$ cat src/hdl/pcf_pkg.sv
// ----------------------------------------------------------------------------
// pcf_pkg
// Shared constants, codes, types and helper functions of the palette color
// fader.
// ----------------------------------------------------------------------------
package pcf_pkg;

  localparam int PALETTE_DEPTH = 16;
  localparam int FRAC_BITS     = 8;
  localparam int CHANNELS      = 3;
  localparam int COLOR_W       = 24;
  localparam int LEVEL_W       = 10 + FRAC_BITS;
  localparam int PAL_AW        = $clog2(PALETTE_DEPTH);
  localparam int SIZE_W        = $clog2(PALETTE_DEPTH + 1);
  localparam int DIV_CW        = $clog2(LEVEL_W + 1);
  localparam int CFG_IDX_W     = 3;
  localparam int CFG_DATA_W    = 32;

  localparam logic [31:0] LFSR_MASK = 32'h8020_0003;

  // item kinds
  localparam logic [1:0] KIND_TICK      = 2'd0;
  localparam logic [1:0] KIND_PAL_WRITE = 2'd1;
  localparam logic [1:0] KIND_START     = 2'd2;

  // configuration register indexes
  localparam logic [CFG_IDX_W-1:0] CFG_STEP_INTERVAL = 3'd0;
  localparam logic [CFG_IDX_W-1:0] CFG_START_DELAY   = 3'd1;
  localparam logic [CFG_IDX_W-1:0] CFG_STEP_COUNT    = 3'd2;
  localparam logic [CFG_IDX_W-1:0] CFG_PALETTE_SIZE  = 3'd3;
  localparam logic [CFG_IDX_W-1:0] CFG_RANDOM_MODE   = 3'd4;
  localparam logic [CFG_IDX_W-1:0] CFG_RANDOM_SEED   = 3'd5;

  typedef enum logic [3:0] {
    ST_IDLE,
    ST_TICK,
    ST_STEP,
    ST_RAND,
    ST_PAL_WAIT,
    ST_PAL_TAKE,
    ST_DIV_LOAD,
    ST_DIV,
    ST_ADD
  } state_t;

  // eight steps of the galois lfsr
  function automatic logic [31:0] lfsr_advance(input logic [31:0] v);
    logic [31:0] s;
    s = v;
    for (int i = 0; i < 8; i++) begin
      s = (s >> 1) ^ (s[0] ? LFSR_MASK : 32'h0);
    end
    return s;
  endfunction

  // integer part of a level, clamped to 0..255
  function automatic logic [7:0] level_byte(input logic signed [LEVEL_W-1:0] v);
    logic [7:0] r;
    if (v[LEVEL_W-1]) begin
      r = 8'd0;
    end else if (|v[LEVEL_W-2:FRAC_BITS+8]) begin
      r = 8'hFF;
    end else begin
      r = v[FRAC_BITS+7:FRAC_BITS];
    end
    return r;
  endfunction

endpackage

$ cat src/hdl/pcf_ram.sv
// ----------------------------------------------------------------------------
// pcf_ram
// Generic single-write, single-read synchronous RAM with registered read data.
// ----------------------------------------------------------------------------
module pcf_ram #(
  parameter int WIDTH = 24,
  parameter int DEPTH = 16
) (
  input  logic                     clk,
  input  logic                     we,
  input  logic [$clog2(DEPTH)-1:0] waddr,
  input  logic [WIDTH-1:0]         wdata,
  input  logic [$clog2(DEPTH)-1:0] raddr,
  output logic [WIDTH-1:0]         rdata
);

  logic [WIDTH-1:0] mem [DEPTH];

  always_ff @(posedge clk) begin
    if (we) begin
      mem[waddr] <= wdata;
    end
    rdata <= mem[raddr];
  end

endmodule

$ cat src/hdl/palette_color_fader.sv
// ----------------------------------------------------------------------------
// palette_color_fader
// Tick-driven linear RGB cross-fader with palette or pseudo-random targets.
// ----------------------------------------------------------------------------
// One input transaction is worked on at a time. Palette writes, start commands
// and ignored kinds are taken in ST_IDLE alone. A tick passes through ST_TICK;
// a step goes on through ST_STEP and ST_ADD. A step that ends a segment loads a
// new target (three bytes from the lfsr in ST_RAND, or a palette RAM read in
// ST_PAL_WAIT and ST_PAL_TAKE) and then runs three parallel restoring
// dividers, one quotient bit per cycle over LEVEL_W bits. The tick that starts
// the fade fetches two colors before the divide.
// A finished result waits in the output register while the next transaction
// is accepted; a step stalls only if the previous result is still unread.
module palette_color_fader (
  input  logic                              clk,
  input  logic                              rst,
  input  logic                              cfg_we,
  input  logic [pcf_pkg::CFG_IDX_W-1:0]     cfg_index,
  input  logic [pcf_pkg::CFG_DATA_W-1:0]    cfg_data,
  input  logic                              in_valid,
  output logic                              in_ready,
  input  logic [1:0]                        kind,
  input  logic [3:0]                        entry_index,
  input  logic [7:0]                        entry_red,
  input  logic [7:0]                        entry_green,
  input  logic [7:0]                        entry_blue,
  output logic                              out_valid,
  input  logic                              out_ready,
  output logic [7:0]                        red,
  output logic [7:0]                        green,
  output logic [7:0]                        blue,
  output logic                              new_segment
);

  localparam int AW  = pcf_pkg::PAL_AW;
  localparam int SW  = pcf_pkg::SIZE_W;
  localparam int LW  = pcf_pkg::LEVEL_W;
  localparam int DCW = pcf_pkg::DIV_CW;
  localparam int NCH = pcf_pkg::CHANNELS;
  localparam int FB  = pcf_pkg::FRAC_BITS;

  logic [15:0] step_interval;
  logic [31:0] start_delay;
  logic [7:0]  step_count;
  logic [4:0]  palette_size;
  logic        random_mode;
  logic [31:0] random_seed;

  pcf_pkg::state_t state, state_next;

  logic [31:0]          elapsed;
  logic                 waiting;
  logic                 showing;
  logic [7:0]           steps_left;
  logic [AW-1:0]        pos;
  logic [AW-1:0]        rd_addr;
  logic signed [LW-1:0] level [NCH];
  logic signed [LW-1:0] inc [NCH];
  logic [23:0]          target;
  logic [23:0]          color_acc;
  logic [31:0]          lfsr;
  logic [1:0]           ch_cnt;
  logic                 first_pending;
  logic                 in_begin;
  logic                 fresh;
  logic [7:0]           rem [NCH];
  logic [LW-1:0]        mag [NCH];
  logic                 neg [NCH];
  logic [DCW-1:0]       div_cnt;

  logic                 in_fire;
  logic                 pal_we;
  logic [23:0]          pal_rdata;
  logic [7:0]           eff_count;
  logic [SW-1:0]        eff_size;
  logic [SW-1:0]        pos_ext;
  logic [SW-1:0]        pos_eff;
  logic [SW-1:0]        pos_inc;
  logic [SW-1:0]        pos_wrap;
  logic [31:0]          lfsr_adv;
  logic [23:0]          land_color;
  logic                 out_free;
  logic                 step_due;
  logic                 start_due;
  logic                 div_last;
  logic                 rand_last;
  logic [8:0]           trial [NCH];
  logic                 trial_ge [NCH];
  logic [8:0]           trial_sub [NCH];
  logic signed [LW:0]   diff [NCH];
  logic [LW:0]          diff_abs [NCH];
  logic signed [LW-1:0] level_sum [NCH];

  pcf_ram #(
    .WIDTH(pcf_pkg::COLOR_W),
    .DEPTH(pcf_pkg::PALETTE_DEPTH)
  ) u_palette (
    .clk  (clk),
    .we   (pal_we),
    .waddr(AW'(entry_index)),
    .wdata({entry_red, entry_green, entry_blue}),
    .raddr(rd_addr),
    .rdata(pal_rdata)
  );

  assign in_ready  = (state == pcf_pkg::ST_IDLE);
  assign in_fire   = in_valid && in_ready;
  assign pal_we    = in_fire && (kind == pcf_pkg::KIND_PAL_WRITE) &&
                     (int'(entry_index) < pcf_pkg::PALETTE_DEPTH);
  assign eff_count = (step_count < 8'd2) ? 8'd2 : step_count;
  assign lfsr_adv  = pcf_pkg::lfsr_advance(lfsr);
  assign out_free  = !out_valid || out_ready;
  assign step_due  = showing && (elapsed > {16'd0, step_interval});
  assign start_due = waiting && (elapsed >= start_delay);
  assign div_last  = (div_cnt == DCW'(LW));
  assign rand_last = (ch_cnt == 2'd2);
  assign land_color = (state == pcf_pkg::ST_RAND) ? {color_acc[15:0], lfsr_adv[7:0]}
                                                  : pal_rdata;

  always_comb begin
    if (palette_size < 5'd2) begin
      eff_size = SW'(2);
    end else if (int'(palette_size) > pcf_pkg::PALETTE_DEPTH) begin
      eff_size = SW'(pcf_pkg::PALETTE_DEPTH);
    end else begin
      eff_size = SW'(palette_size);
    end
  end

  assign pos_ext  = SW'(pos);
  assign pos_eff  = (pos_ext < eff_size) ? pos_ext : '0;
  assign pos_inc  = pos_eff + SW'(1);
  assign pos_wrap = (pos_inc == eff_size) ? '0 : pos_inc;

  // divider lanes and level arithmetic
  always_comb begin
    for (int ch = 0; ch < NCH; ch++) begin
      trial[ch]     = {rem[ch], mag[ch][LW-1]};
      trial_ge[ch]  = (trial[ch] >= {1'b0, eff_count});
      trial_sub[ch] = trial[ch] - {1'b0, eff_count};
      diff[ch]      = $signed({3'b000, target[(2-ch)*8 +: 8], {FB{1'b0}}}) -
                      $signed({level[ch][LW-1], level[ch]});
      diff_abs[ch]  = diff[ch][LW] ? (LW+1)'(-diff[ch]) : diff[ch];
      level_sum[ch] = level[ch] + inc[ch];
    end
  end

  always_ff @(posedge clk) begin
    if (rst) begin
      state <= pcf_pkg::ST_IDLE;
    end else begin
      state <= state_next;
    end
  end

  always_comb begin
    state_next = state;
    case (state)
      pcf_pkg::ST_IDLE: begin
        if (in_fire && (kind == pcf_pkg::KIND_TICK)) begin
          state_next = pcf_pkg::ST_TICK;
        end
      end
      pcf_pkg::ST_TICK: begin
        if (start_due) begin
          state_next = random_mode ? pcf_pkg::ST_RAND : pcf_pkg::ST_PAL_WAIT;
        end else if (step_due) begin
          state_next = pcf_pkg::ST_STEP;
        end else begin
          state_next = pcf_pkg::ST_IDLE;
        end
      end
      pcf_pkg::ST_STEP: begin
        if (steps_left == 8'd0) begin
          state_next = random_mode ? pcf_pkg::ST_RAND : pcf_pkg::ST_PAL_WAIT;
        end else begin
          state_next = pcf_pkg::ST_ADD;
        end
      end
      pcf_pkg::ST_RAND: begin
        if (rand_last && !first_pending) begin
          state_next = pcf_pkg::ST_DIV_LOAD;
        end
      end
      pcf_pkg::ST_PAL_WAIT: begin
        state_next = pcf_pkg::ST_PAL_TAKE;
      end
      pcf_pkg::ST_PAL_TAKE: begin
        state_next = first_pending ? pcf_pkg::ST_PAL_WAIT : pcf_pkg::ST_DIV_LOAD;
      end
      pcf_pkg::ST_DIV_LOAD: begin
        state_next = pcf_pkg::ST_DIV;
      end
      pcf_pkg::ST_DIV: begin
        if (div_last) begin
          if (in_begin) begin
            state_next = step_due ? pcf_pkg::ST_STEP : pcf_pkg::ST_IDLE;
          end else begin
            state_next = pcf_pkg::ST_ADD;
          end
        end
      end
      pcf_pkg::ST_ADD: begin
        if (out_free) begin
          state_next = pcf_pkg::ST_IDLE;
        end
      end
      default: begin
        state_next = pcf_pkg::ST_IDLE;
      end
    endcase
  end

  always_ff @(posedge clk) begin
    if (rst) begin
      step_interval <= 16'd50;
      start_delay   <= 32'd0;
      step_count    <= 8'd2;
      palette_size  <= 5'd2;
      random_mode   <= 1'b1;
      random_seed   <= 32'd1;
      elapsed       <= 32'd0;
      waiting       <= 1'b0;
      showing       <= 1'b0;
      steps_left    <= 8'd0;
      pos           <= '0;
      rd_addr       <= '0;
      target        <= 24'd0;
      lfsr          <= 32'd1;
      ch_cnt        <= 2'd0;
      first_pending <= 1'b0;
      in_begin      <= 1'b0;
      fresh         <= 1'b0;
      div_cnt       <= '0;
      out_valid     <= 1'b0;
      for (int ch = 0; ch < NCH; ch++) begin
        level[ch] <= '0;
        inc[ch]   <= '0;
      end
    end else begin
      if (cfg_we) begin
        case (cfg_index)
          pcf_pkg::CFG_STEP_INTERVAL: step_interval <= cfg_data[15:0];
          pcf_pkg::CFG_START_DELAY:   start_delay   <= cfg_data[31:0];
          pcf_pkg::CFG_STEP_COUNT:    step_count    <= cfg_data[7:0];
          pcf_pkg::CFG_PALETTE_SIZE:  palette_size  <= cfg_data[4:0];
          pcf_pkg::CFG_RANDOM_MODE:   random_mode   <= cfg_data[0];
          pcf_pkg::CFG_RANDOM_SEED:   random_seed   <= cfg_data[31:0];
          default: ;
        endcase
      end

      if (state == pcf_pkg::ST_ADD && out_free) begin
        out_valid <= 1'b1;
      end else if (out_ready) begin
        out_valid <= 1'b0;
      end

      case (state)
        pcf_pkg::ST_IDLE: begin
          if (in_fire) begin
            case (kind)
              pcf_pkg::KIND_TICK: begin
                if (elapsed != 32'hFFFF_FFFF) begin
                  elapsed <= elapsed + 32'd1;
                end
              end
              pcf_pkg::KIND_START: begin
                elapsed <= 32'd0;
                waiting <= 1'b1;
                lfsr    <= (random_seed != 32'd0) ? random_seed : 32'd1;
              end
              default: ;
            endcase
          end
        end
        pcf_pkg::ST_TICK: begin
          if (start_due) begin
            waiting       <= 1'b0;
            showing       <= 1'b1;
            in_begin      <= 1'b1;
            first_pending <= 1'b1;
            ch_cnt        <= 2'd0;
            rd_addr       <= '0;
            if (!random_mode) begin
              pos <= (eff_size == SW'(2)) ? '0 : AW'(2);
            end
          end
        end
        pcf_pkg::ST_STEP: begin
          elapsed <= 32'd0;
          if (steps_left == 8'd0) begin
            for (int ch = 0; ch < NCH; ch++) begin
              level[ch] <= $signed({2'b00, target[(2-ch)*8 +: 8], {FB{1'b0}}});
            end
            ch_cnt  <= 2'd0;
            rd_addr <= AW'(pos_eff);
            if (!random_mode) begin
              pos <= AW'(pos_wrap);
            end
          end else begin
            steps_left <= steps_left - 8'd1;
            fresh      <= 1'b0;
          end
        end
        pcf_pkg::ST_RAND: begin
          lfsr      <= lfsr_adv;
          color_acc <= {color_acc[15:0], lfsr_adv[7:0]};
          ch_cnt    <= rand_last ? 2'd0 : ch_cnt + 2'd1;
          if (rand_last) begin
            if (first_pending) begin
              first_pending <= 1'b0;
              for (int ch = 0; ch < NCH; ch++) begin
                level[ch] <= $signed({2'b00, land_color[(2-ch)*8 +: 8], {FB{1'b0}}});
              end
            end else begin
              target <= land_color;
            end
          end
        end
        pcf_pkg::ST_PAL_TAKE: begin
          if (first_pending) begin
            first_pending <= 1'b0;
            rd_addr       <= AW'(1);
            for (int ch = 0; ch < NCH; ch++) begin
              level[ch] <= $signed({2'b00, land_color[(2-ch)*8 +: 8], {FB{1'b0}}});
            end
          end else begin
            target <= land_color;
          end
        end
        pcf_pkg::ST_DIV_LOAD: begin
          div_cnt <= '0;
          for (int ch = 0; ch < NCH; ch++) begin
            rem[ch] <= 8'd0;
            mag[ch] <= diff_abs[ch][LW-1:0];
            neg[ch] <= diff[ch][LW];
          end
        end
        pcf_pkg::ST_DIV: begin
          if (div_last) begin
            for (int ch = 0; ch < NCH; ch++) begin
              inc[ch] <= neg[ch] ? -$signed(mag[ch]) : $signed(mag[ch]);
            end
            if (in_begin) begin
              in_begin   <= 1'b0;
              steps_left <= eff_count;
            end else begin
              steps_left <= eff_count - 8'd1;
              fresh      <= 1'b1;
            end
          end else begin
            div_cnt <= div_cnt + DCW'(1);
            for (int ch = 0; ch < NCH; ch++) begin
              rem[ch] <= trial_ge[ch] ? trial_sub[ch][7:0] : trial[ch][7:0];
              mag[ch] <= {mag[ch][LW-2:0], trial_ge[ch]};
            end
          end
        end
        pcf_pkg::ST_ADD: begin
          if (out_free) begin
            for (int ch = 0; ch < NCH; ch++) begin
              level[ch] <= level_sum[ch];
            end
            red         <= pcf_pkg::level_byte(level_sum[0]);
            green       <= pcf_pkg::level_byte(level_sum[1]);
            blue        <= pcf_pkg::level_byte(level_sum[2]);
            new_segment <= fresh;
          end
        end
        default: ;
      endcase
    end
  end

endmodule
$ cat config.mk
export PLATFORM = sky130hd
export DESIGN_NAME = palette_color_fader
export DESIGN_NICKNAME = d
export VERILOG_FILES = /design/src/hdl/pcf_pkg.sv /design/src/hdl/pcf_ram.sv /design/src/hdl/palette_color_fader.sv
export SDC_FILE = /design/constraint.sdc
export NUM_CORES = 2
export LEC_CHECK = 0
export BUFFER_PORTS_ARGS = -buffer_cell sky130_fd_sc_hd__buf_4
export CORE_UTILIZATION = 42
export DETAILED_ROUTE_END_ITERATION = 8
export PLACE_DENSITY = 0.66
export RECOVER_POWER = 25
export SLEW_MARGIN = 20
export SYNTH_ARGS = -nofsm -noshare
export SYNTH_HDL_FRONTEND = slang
export SYNTH_SLANG_ARGS = --single-unit
$ cat constraint.sdc
create_clock -name clk -period 5.4 [get_ports clk]
set_input_delay 0.27 -clock clk [delete_from_list [all_inputs] [get_ports clk]]
set_output_delay 0.27 -clock clk [all_outputs]
set_load 0.05 [all_outputs]
# Word level (Yosys, flattened, before mapping)
# Memory sizes are Yosys's and may differ from the RTL's. A register that Yosys moved wholly into a read port is not among the register bits.
# Cells that the tools add are included.
# W data, S select, Z words.
[word_totals]
reg_bits = 256
latch_bits = 0
ramBits = 573
romBits = 0
input_bits = 70
n_memories = 6
[classes]
addsub = 21
mul = 0
n_div = 0
n_lt_le_gt_ge = 9
eq_ne = 37
shifts = 0
n_mux = 135
bitwise = 30
n_reduce_logical = 49
[memory_table]
columns = ["memory", "depth", "width", "read_ports", "rd_clocked_by_memory_dff", "write_ports", "line_no", "source"]
rows = [
  ["u_palette.mem", 16, 24, 1, 1, 1, "pcf_ram.sv:17", "logic [WIDTH-1:0] mem [DEPTH];"],
  ["inc", 3, 18, 3, 0, 3, "palette_color_fader.sv:58", "logic signed [LW-1:0] inc [NCH];"],
  ["level", 3, 18, 3, 0, 3, "palette_color_fader.sv:57", "logic signed [LW-1:0] level [NCH];"],
  ["mag", 3, 18, 3, 0, 3, "palette_color_fader.sv:67", "logic [LW-1:0] mag [NCH];"],
  ["rem", 3, 8, 3, 0, 3, "palette_color_fader.sv:66", "logic [7:0] rem [NCH];"],
  ["neg", 3, 1, 3, 0, 3, "palette_color_fader.sv:68", "logic neg [NCH];"],
]
[op_table]
columns = ["op", "count"]
rows = [
  ["$mux W18", 24],
  ["$mux W32", 13],
  ["$xor A31 B32 Y32", 8],
  ["$pmux W32 S2", 3],
  ["$neg A18 Y18", 6],
  ["$mux W8", 13],
  ["$mux W24", 3],
  ["$mux W4", 15],
  ["$sub A17 B18 Y19", 3],
  ["$add A18 B18 Y18", 3],
  ["$pmux W24 S2", 1],
  ["$mux W1", 42],
  ["$pmux W4 S9", 1],
  ["$add A32 B1 Y32 const B", 1],
  ["$ge A32 B32 Y1", 1],
  ["$gt A32 B16 Y1", 1],
  ["$ne A32 B32 Y1 const B", 1],
  ["$reduce_bool A32 Y1", 1],
  ["$ge A9 B8 Y1", 3],
  ["$sub A8 B8 Y8", 3],
  ["$ne A2 B2 Y1 const B", 11],
  ["$or A1 B1 Y1", 21],
  ["$reduce_and A2 Y1", 10],
  ["$reduce_and A4 Y1", 5],
  ["45 further kinds", 88],
]

# Longest topological paths before layout
[depth]
depth_word = 20
mapped_depth = 17
ltp_nobuf = 16

# By module
# A second synthesis with hierarchy kept.
[hier_totals]
hier_cells = 3617
area_unflattened_um2 = 41547.3
[modules_own_cells]
columns = ["module", "n_inst", "cells_each", "area_per_inst_um2", "seq_area_each_um2"]
rows = [
  ["palette_color_fader", 1, 2981, 26616.8, 11210.8],
  ["pcf_ram", 1, 636, 14930.6, 12011.5],
]

# Worst setup path after synthesis
# Ideal clock, no wire load.
[synth_path]
path_type = "register to register"
from = "register state[2]"
to = "memory mag[0][0] (netlist name) (enable)"
arrival_time_ps = 4789
required_ps = 4860
path_slack_ps = 71
stages_incl_launch_ff = 6
path_buffers = 1
period_less_slack_ps = 5329
path_cell_list = "dfxtp_1 clkbuf_1 nor2b_1 nor2b_1 nand2b_1 a21oi_1"
[synth_lines]
columns = ["item", "line_no", "source"]
rows = [
  ["start, declared", "palette_color_fader.sv:49", "pcf_pkg::state_t state, state_next;"],
  ["start signal, assigned", "palette_color_fader.sv:150", "state <= pcf_pkg::ST_IDLE;"],
  ["start signal, assigned", "palette_color_fader.sv:152", "state <= state_next;"],
  ["end, declared", "palette_color_fader.sv:67", ""],
]

==> impl_metrics.ini <==
[place]
portBuffers = 96
routabilityCongestion = 0.8737
dp_hpwl_um = 67370
place_ws_ns = 1.226

[sta]
post-route-period-util_pct = 75.97
fmax_mhz = 243.8
final_hold_viol_count = 0
tns_ns = 0
drv_slew = 0
rsz0062_at_grt = no
hold_ws_ns = 0.08052
tightest_slew_ns = 1.141
clock_skew_ns = 0.05016
setup_slack_ns = 1.298
final-setup-viol-count = 0
slew_headroom_pct = 23.95
period_needed_ns = 4.102

[clocking]
ctsRootBufferMaster = clkbuf_16
cts_buffers = 88
cts-resized-gates = 0
cts.htree.levels = 3
clock_sinks = 853
cts_max_path_buffers = 3
cts.clk_slew.worst_paths_ns = 0.07
cts_tree = yes
clock_latency_ns = 0.66

[yosys]
ys_seq_area_share_pct = 55.86
synthCells = 3573
ys_seq_elements = 853
synth.avg_cell_area_um2 = 11.64
ys_async_sr_fraction_pct = 0
yosysTopAreaCellShare_pct = 44.35
syn_nets = 3811
ys_types = 83
synth_edf_count = 614
synth.area.top_cells = edfxtp_1 44%, dfxtp_1 12%, mux4_2 6.5%, ha_1 4.9%, nand2_1 3.7%
synthFlopType = edfxtp_1
yosysTopAreaCell = edfxtp_1
yosys_warnings = 0
syn_area_mm2 = 0.04157

[detailed_routing]
routed_wirelength_um = 102200
avgViaCountPerCell = 5.588
route.detailed.drc = 0
drt_iter0_drc = 2297
drtPass1Iterations = 5
wl_per_cell_um = 20.17
vias = 28320
ant_nets = 0

[pwr]
ir_worst_vdd_mv = 0.3543
pwr-share-seq_pct = 50.1
swShare_pct = 22.47
p_int_mw = 11.04
pwr-share-clk_pct = 44.4
p_leak_nw = 16.33
combPwrFrac_pct = 5.5
power.density_mw_per_mm2 = 300.1
switchingPower_mw = 3.198

[critical_path]
slowest_delay_ns = 0.72
crit_fanout = 9
path_cells = inv_1 -> nand4_1 -> or3_1 -> nor2b_1 -> ha_1 -> nor2b_1 -> o21ai_0 -> a21boi_0 -> o21a_1 -> o21ai_0 -> nand2b_1 -> a221oi_2 -> mux2i_1 -> nor2_1
criticalPathCategory = reg -> reg
arrival_ns = 4.52
critPathLaunchType = flip-flop
cp-end-kind = flip-flop
cp_slowest_cell = a221oi_2
required_ns = 5.82
critPathTopFamily = compound AO/OA/AOI/OAI gates
crit_buf_inv = 1

[cells_and_area]
multiInputGateArea_mm2 = 0.01742
final_cell_mix = 614 x edfxtp_1, 410 x nand2_1, 338 x nor2_1, 236 x dfxtp_1, 227 x a21oi_1
finalNetCount = 3943
fillers = 8665
final_common_cell = edfxtp_1
area_growth_pct = 14.12
register_area_mm2 = 0.02323
layout-drive-gt1-share_pct = 11.72

[floorplanning]
num_rows = 115
start_util_pct = 42.30
die_y_um = 316.6
die_w_um = 316.6
ios = 97
coreArea_mm2 = 0.09828
die_area_mm2 = 0.1002

[global_route]
antenna_found_initial = 6
grt_first_pass_wirelength_um = 158000
grt_usage_pct = 20.31
grt_max_degree = 80
grt_pass1_vias = 27510
grt-ovfl-total = 0

[outcome]
status = finished, final reports clean

[run]
max_cap_violations = 0

[worst_hold_path]
hold_class = in -> reg
## Yosys cell counts, types with 16 or more instances
library cell	n
edfxtp_1	614
nand2_1	413
nor2_1	356
dfxtp_1	239
a21oi_1	228
ha_1	162
inv_1	144
o21ai_0	132
clkbuf_1	127
xnor2_1	126
mux4_2	120
xor2_1	115
nor3_1	65
mux2i_1	58
nand3_1	54
a211oi_1	50
a21o_1	44
nor2b_1	36
nand4_1	35
nand2b_1	34
or3_1	31
o21a_1	27
nor4_1	26
o211ai_1	22
a311oi_1	21
a31oi_1	20
buf_1	20
o31ai_1	20
and2_1	16
## repair_timing
| action | in CTS | in global routing |
|---|---|---|
| hold buffers | 58 | 0 |
| endpoints found under the hold margin | 478 | 0 |
| setup buffers | 0 | 0 |
## power groups by stage
| stage | Clock [mW] | Sequential [mW] | Combinational, mW |
|---|---|---|---|
| after floorplan | 0 | 7.25 | 0.488 |
| after global placement | 0 | 7.27 | 0.730 |
| after global routing | 6.66 | 7.14 | 0.853 |
| after CTS | 6.45 | 7.13 | 0.782 |
| after detailed placement | 0 | 7.27 | 0.741 |
| final | 6.33 | 7.13 | 0.778 |
## worst paths after layout
kind | startpoint | end | slack, ns | cells after the start
setup / recovery | step_count[4] | rem[0][4] | 1.30 | 14
hold reg to reg | fresh | new_segment | 0.44 | 0
hold / removal | entry_index[0] | u_palette.mem[0][22] | 0.08 | 2
setup reg to reg | step_count[4] | rem[0][4] | 1.30 | 14
## per-layer routing
metal  GRT usage (%)  vias to the layer above  routed length (um)
met5               0                        -                  31
met4           6.556                        6                2813
met3           2.596                      161                5870
met2           33.76                      791               48810
met1           27.58                    13910               44720
li1                -                    13450                   -
## per-stage QoR
step / instance area (um^2) / power, mW / util [%] / cells
finish: 47440 / 14.24 / 48.27 / 5068
global route: 47440 / 14.65 / 48.27 / 5068
CTS: 47420 / 14.36 / 48.25 / 5062
detailed placement: 43820 / 8.010 / 44.59 / 4840
global placement: 43810 / 7.999 / 44.58 / 4840
floorplan: 41570 / 7.739 / - / 3573
## registers in the layout, indices dropped and copies added, names as in the netlist, 5 cells and up
name             cells
target              24
rem                 24
mag                 54
u_palette.mem      384
step_interval       16
color_acc           16
red                  8
u_palette.rdata     24
lfsr                32
green                8
step_count           8
div_cnt              5
elapsed             32
level               54
steps_left           8
blue                 8
inc                 54
palette_size         5
start_delay         32
random_seed         32
## worst register-to-register path: cells and delay by family (launching register included)
family | cells | cell delay (ns)
AND/OR/NAND/NOR | 6 | 1.20
flip-flops | 1 | 0.41
adder cells (fa/ha/maj) | 1 | 0.38
multiplexers | 1 | 0.28
buffers and inverters | 1 | 0.14
AO/OA/AOI/OAI | 5 | 1.45
## cell type report
class                      instances  area share, %
sequential                       853          48.97
inverter                         145          1.147
clock buffer                     120          5.193
clock inverter                    44          1.163
timing repair buffer             194          3.407
antenna                            2        0.01055
tap                             1287          3.394
multi-input combinational       2423          36.71
## kinds of logic (layout without fill, tap and decap cells)
family | Yosys count | after routing | synth area share (%)
AOI/OAI and AO/OA | 693 | 693 | 10.77
xor gates and xnor gates | 241 | 241 | 5.077
adders and majority gates | 168 | 168 | 5.164
buffers and inverters | 297 | 503 | 2.703
DFF | 853 | 853 | 55.86
muxes | 181 | 181 | 7.978
other | 0 | 2 | 0
and+or+nand+nor | 1140 | 1140 | 12.45
No activity file was read; power rests on OpenSTA's default activity.
